===== src/rtl/core/spqd_pkg.sv =====
// ----------------------------------------------------------------------------
// spqd_pkg
// Shared constants, codes and types of the sorted priority queue with
// duplicate suppression.
// ----------------------------------------------------------------------------
package spqd_pkg;

	localparam int QUEUE_DEPTH = 64;
	localparam int NODE_BITS   = 16;
	localparam int KEY_BITS    = 32;
	localparam int COUNT_W     = $clog2(QUEUE_DEPTH + 1);

	// request codes on req_type
	typedef enum logic [1:0] {
		REQ_INSERT = 2'd0,
		REQ_PUSH   = 2'd1,
		REQ_POP    = 2'd2,
		REQ_NONE   = 2'd3
	} req_type_t;

	// result status codes
	typedef enum logic [1:0] {
		ST_DONE  = 2'd0,
		ST_DUP   = 2'd1,
		ST_FULL  = 2'd2,
		ST_EMPTY = 2'd3
	} status_t;

	// operation applied by every cell in the update cycle
	typedef enum logic [1:0] {
		CELL_HOLD   = 2'd0,
		CELL_INSERT = 2'd1,
		CELL_PUSH   = 2'd2,
		CELL_POP    = 2'd3
	} cell_op_t;

	// command broadcast from the controller to the cell row
	typedef struct packed {
		logic                 capture;
		logic [KEY_BITS-1:0]  cmp_key;
		logic [COUNT_W-1:0]   count;
		cell_op_t             op;
		logic [NODE_BITS-1:0] new_node;
		logic [KEY_BITS-1:0]  new_key;
	} cell_cmd_t;

endpackage


===== src/rtl/core/spqd_cell.sv =====
// ----------------------------------------------------------------------------
// spqd_cell
// One slot of the queue: holds a node and its key, compares the key with an
// incoming one and moves data to or from its neighbors on command.
// ----------------------------------------------------------------------------
module spqd_cell import spqd_pkg::*; (
	input  logic                 clk,
	input  logic                 arst_n,
	input  logic [COUNT_W-1:0]   idx,
	input  cell_cmd_t            cmd,
	input  logic [NODE_BITS-1:0] left_node,
	input  logic [KEY_BITS-1:0]  left_key,
	input  logic [NODE_BITS-1:0] right_node,
	input  logic [KEY_BITS-1:0]  right_key,
	input  logic                 pass_in,
	output logic                 pass_out,
	output logic                 hit,
	output logic [NODE_BITS-1:0] node_out,
	output logic [KEY_BITS-1:0]  key_out
);

	logic [NODE_BITS-1:0] node_q;
	logic [KEY_BITS-1:0]  key_q;
	logic                 gt_q;
	logic                 eq_q;
	logic                 occ;

	assign occ = idx < cmd.count;

	// capture compare flags against the incoming key
	always_ff @(posedge clk or negedge arst_n) begin
		if (!arst_n) begin
			gt_q <= 1'b0;
			eq_q <= 1'b0;
		end else if (cmd.capture) begin
			gt_q <= occ && (cmd.cmp_key > key_q);
			eq_q <= occ && (cmd.cmp_key == key_q);
		end
	end

	// scan stops at the first cell whose key is not below the new key
	assign pass_out = pass_in & gt_q;
	assign hit      = pass_in & ~gt_q & eq_q;

	// hold, load, or shift slot contents
	always_ff @(posedge clk) begin
		case (cmd.op)
			CELL_INSERT: begin
				if (!pass_in) begin
					node_q <= left_node;
					key_q  <= left_key;
				end else if (!gt_q) begin
					node_q <= cmd.new_node;
					key_q  <= cmd.new_key;
				end
			end
			CELL_PUSH: begin
				node_q <= left_node;
				key_q  <= left_key;
			end
			CELL_POP: begin
				node_q <= right_node;
				key_q  <= right_key;
			end
			default: begin
			end
		endcase
	end

	assign node_out = node_q;
	assign key_out  = key_q;

endmodule

===== config.mk =====
export PLATFORM = sky130hd
export DESIGN_NAME = spqd_cell
export DESIGN_NICKNAME = d
export VERILOG_FILES = /design/src/rtl/core/spqd_pkg.sv /design/src/rtl/core/spqd_cell.sv
export SDC_FILE = /design/constraint.sdc
export NUM_CORES = 1
export LEC_CHECK = 0
export ABC_AREA = 1
export BUFFER_PORTS_ARGS = -buffer_cell sky130_fd_sc_hd__buf_2
export CELL_PAD_IN_SITES_DETAIL_PLACEMENT = 0
export CELL_PAD_IN_SITES_GLOBAL_PLACEMENT = 1
export CORE_MARGIN = 2
export CORE_UTILIZATION = 31
export CTS_CLUSTER_SIZE = 20
export DETAILED_ROUTE_END_ITERATION = 7
export GPL_TIMING_DRIVEN = 0
export PLACE_DENSITY = 0.8
export SYNTH_ARGS = -nofsm -noshare
export SYNTH_HDL_FRONTEND = slang
export SYNTH_SLANG_ARGS = --single-unit

===== constraint.sdc =====
create_clock -name clk -period 4.38 [get_ports clk]
set_clock_uncertainty 0.1 [all_clocks]
set_input_delay 0.876 -clock clk [delete_from_list [all_inputs] [get_ports clk]]
set_output_delay 0.876 -clock clk [all_outputs]
set_load 0.03 [all_outputs]

==> results.yml <==
run_status:
  status: "complete, no violations"
setup_path:
  cpMaxStageDelayCell: "clkbuf_1"
  slowest_delay_ns: 0.46
  reg2reg_setup_slack_ns: 2.58
  cp-start-kind: "input pin"
  crit_chain: "buf_2 -> inv_2 -> clkbuf_1 -> nor3_1 -> buf_2"
  end_kind: "primary output"
  r2r_start: "gt_q$_DFFE_PN0P_"
  required_ns: 3.40
  cpMostUsedCell: "buf_2"
  worstPathArrival_ns: 1.88
  regToRegEndpoint: "key_out[13]$_DFFE_PP_"
  cp_max_fo: 10
  reg2regPathDepth: 4
  worst-setup-path-type: "in -> out"
synthesis:
  synth_nets: 737
  synth_area_um2: 4170
  yosysSeqAreaShare_pct: 35.8
  synth_top_area_share_pct: 34.6
  syn_inst: 503
  synth.ff_latch_count: 50
  yosys_warnings: 0
  syn_area_per_cell_um2: 8.29
  synthTopCellsByArea: "edfxtp_1 35%, ha_1 11%, inv_1 8.8%"
  ys_types: 26
  synth_top_cell_by_area: "edfxtp_1"
routing:
  vias: 4512
  drtPass1Iterations: 4
  vias_per_cell: 4.85
  drt-total-wl_mm: 14.5
  drc: 0
  drtAntennaViolNets: 0
  drt_iter0_drc: 146
  routedWlPerCell_um: 15.5
place:
  placed_area_um2: 5640
  gp_congestion: 0.806
  numPortBuffers: 244
  dp_hpwl_mm: 11.8
cts:
  cts_sinks: 50
  cts_tree: "built"
  clk_path_buf_depth: 2
  cts_hold_buf: 0
  cts.clk_slew.worst_paths_ns: 0.07
  cts_setup_buffers: 0
  cts_buffers: 5
  cts_resized: 0
  clk_latency_ns: 0.29
  htreeDepth: 2
  root_buffer: "clkbuf_16"
die:
  core_um2: 13200
  die-area_um2: 14400
  die_w_um: 120
  rows: 42
  die_height_um: 120
  num_io_pins: 246
  start_util_pct: 31.6
power:
  finalPower_mw: 1.56
  power.density_nw_per_um2: 271
  p_leak_nw: 3.01
  ir_drop_mv: 0.142
sta:
  min_period_over_period_pct: 65.1
  slew_violations: 0
  slew-limit-headroom_pct: 57.1
  timing.fmax_ghz: 0.351
  period_needed_ns: 2.85
  hold_violations: 0
  fin_hold_ws_ns: 0.256
  rsz0062_at_grt: "false"
  max_slew.worst_pin.slew_ns: 0.642
  setup_violations: 0
flow_run:
  max-cap-violations: 0
global_routing:
  grt_overflow: 0
  grt_max_degree: 31
  track_usage_pct: 19.9
  antenna_found_initial: 0
  grt_pass1_vias: 4812
  grt_pass1_wl_mm: 22.7
cells_and_area:
  final_common_cell: "buf_2"
  drive_above_1_share_pct: 41.2
  diodes: 0
  design_area_um2: 5780
  final_cell_mix: "257 x buf_2, 98 x inv_1, 53 x nand3_1, 53 x a21oi_1, 48 x edfxtp_1"
  synthToLayoutAreaGrowth_pct: 38.5
  nNetsFinal: 989
hold_path:
  hold_class: "in -> async"
[critical path: cells and delay by family]
family                 cells  cell delay (ns)
buffers and inverters      4             0.90
and+or+nand+nor            1             0.10
[how the worst max path moves through the flow]
stage,start,endpoint,slack (ns),cells after the start
after detailed placement,pass_in,hit,1.54,5
after global routing,pass_in,hit,1.46,5
after global placement,pass_in,key_out[23]$_DFFE_PP_,-0.75,4
after floorplan,pass_in,key_out[0]$_DFFE_PP_,0.46,3
after CTS,pass_in,hit,1.53,5
final,pass_in,hit,1.53,5
[final cells by class]
cell class                      count  area [um2]
Inverter                          101         379
Multi-Input combinational cell    321        2120
Fill cell                        1380        7410
Timing Repair Buffer              245        1240
Sequential cell                    50        1490
Clock buffer                        7         133
Tap cell                          176         220
Buffer                             31         193
[metrics by stage]
stage / util, % / worst slack, ns / instances / TNS [ns]
finish: 43.8 / 1.53 / 931 / 0
global route: 43.8 / 1.46 / 931 / 0
CTS: 43.8 / 1.53 / 931 / 0
detailed placement: 42.8 / 1.54 / 924 / 0
global placement: 42.5 / -0.747 / 923 / -35.72
floorplan: - / 0.462 / 503 / 0
[metal layers]
metal  part of all wire, %  vias to the layer above  track usage, %
li1                      -                     2249               -
met1                    41                     2068            23.1
met2                    50                      178            35.9
met3                   7.3                       17            4.37
met4                   1.8                        0            6.47
met5                     0                        -               0
[report_power, final]
group | internal (mW) | leakage, nW | switching [mW]
combinational | 0.216 | 2.42 | 0.347
sequential | 0.593 | 0.521 | 0.0270
clock | 0.210 | 0.0640 | 0.171
total | 1.02 | 3.01 | 0.545
[state kept, by name, summed over array words and instances, names as in the netlist]
| register | cells |
|---|---|
| key_out | 32 |
| node_out | 16 |
| eq_q | 1 |
| gt_q | 1 |
[cells by family (layout without fill, tap and decap cells)]
family	Yosys count	count (layout)	synth area share, %
buf+inv	132	384	13.7
fa+ha+maj	38	38	11.4
flops	50	50	35.8
simple gates	115	115	12.4
compound gates	168	168	26.8
[cells in the mapped netlist]
library cell	count
nor2_1	9
o22ai_1	1
o21bai_1	1
dfrtp_1	2
a21oi_2	11
clkbuf_1	8
a21oi_1	53
a21o_1	2
nand2_1	46
nor2_2	3
o211ai_2	20
o21ai_0	8
buf_2	13
inv_1	98
o21ai_1	42
nand4_1	2
inv_2	3
o211ai_1	29
nand3_1	53
buf_4	4
ha_1	38
nor3b_1	1
buf_6	6
edfxtp_1	48
o21a_1	1
nor3_1	1
Note: power is estimated with default switching activity, not from simulation.
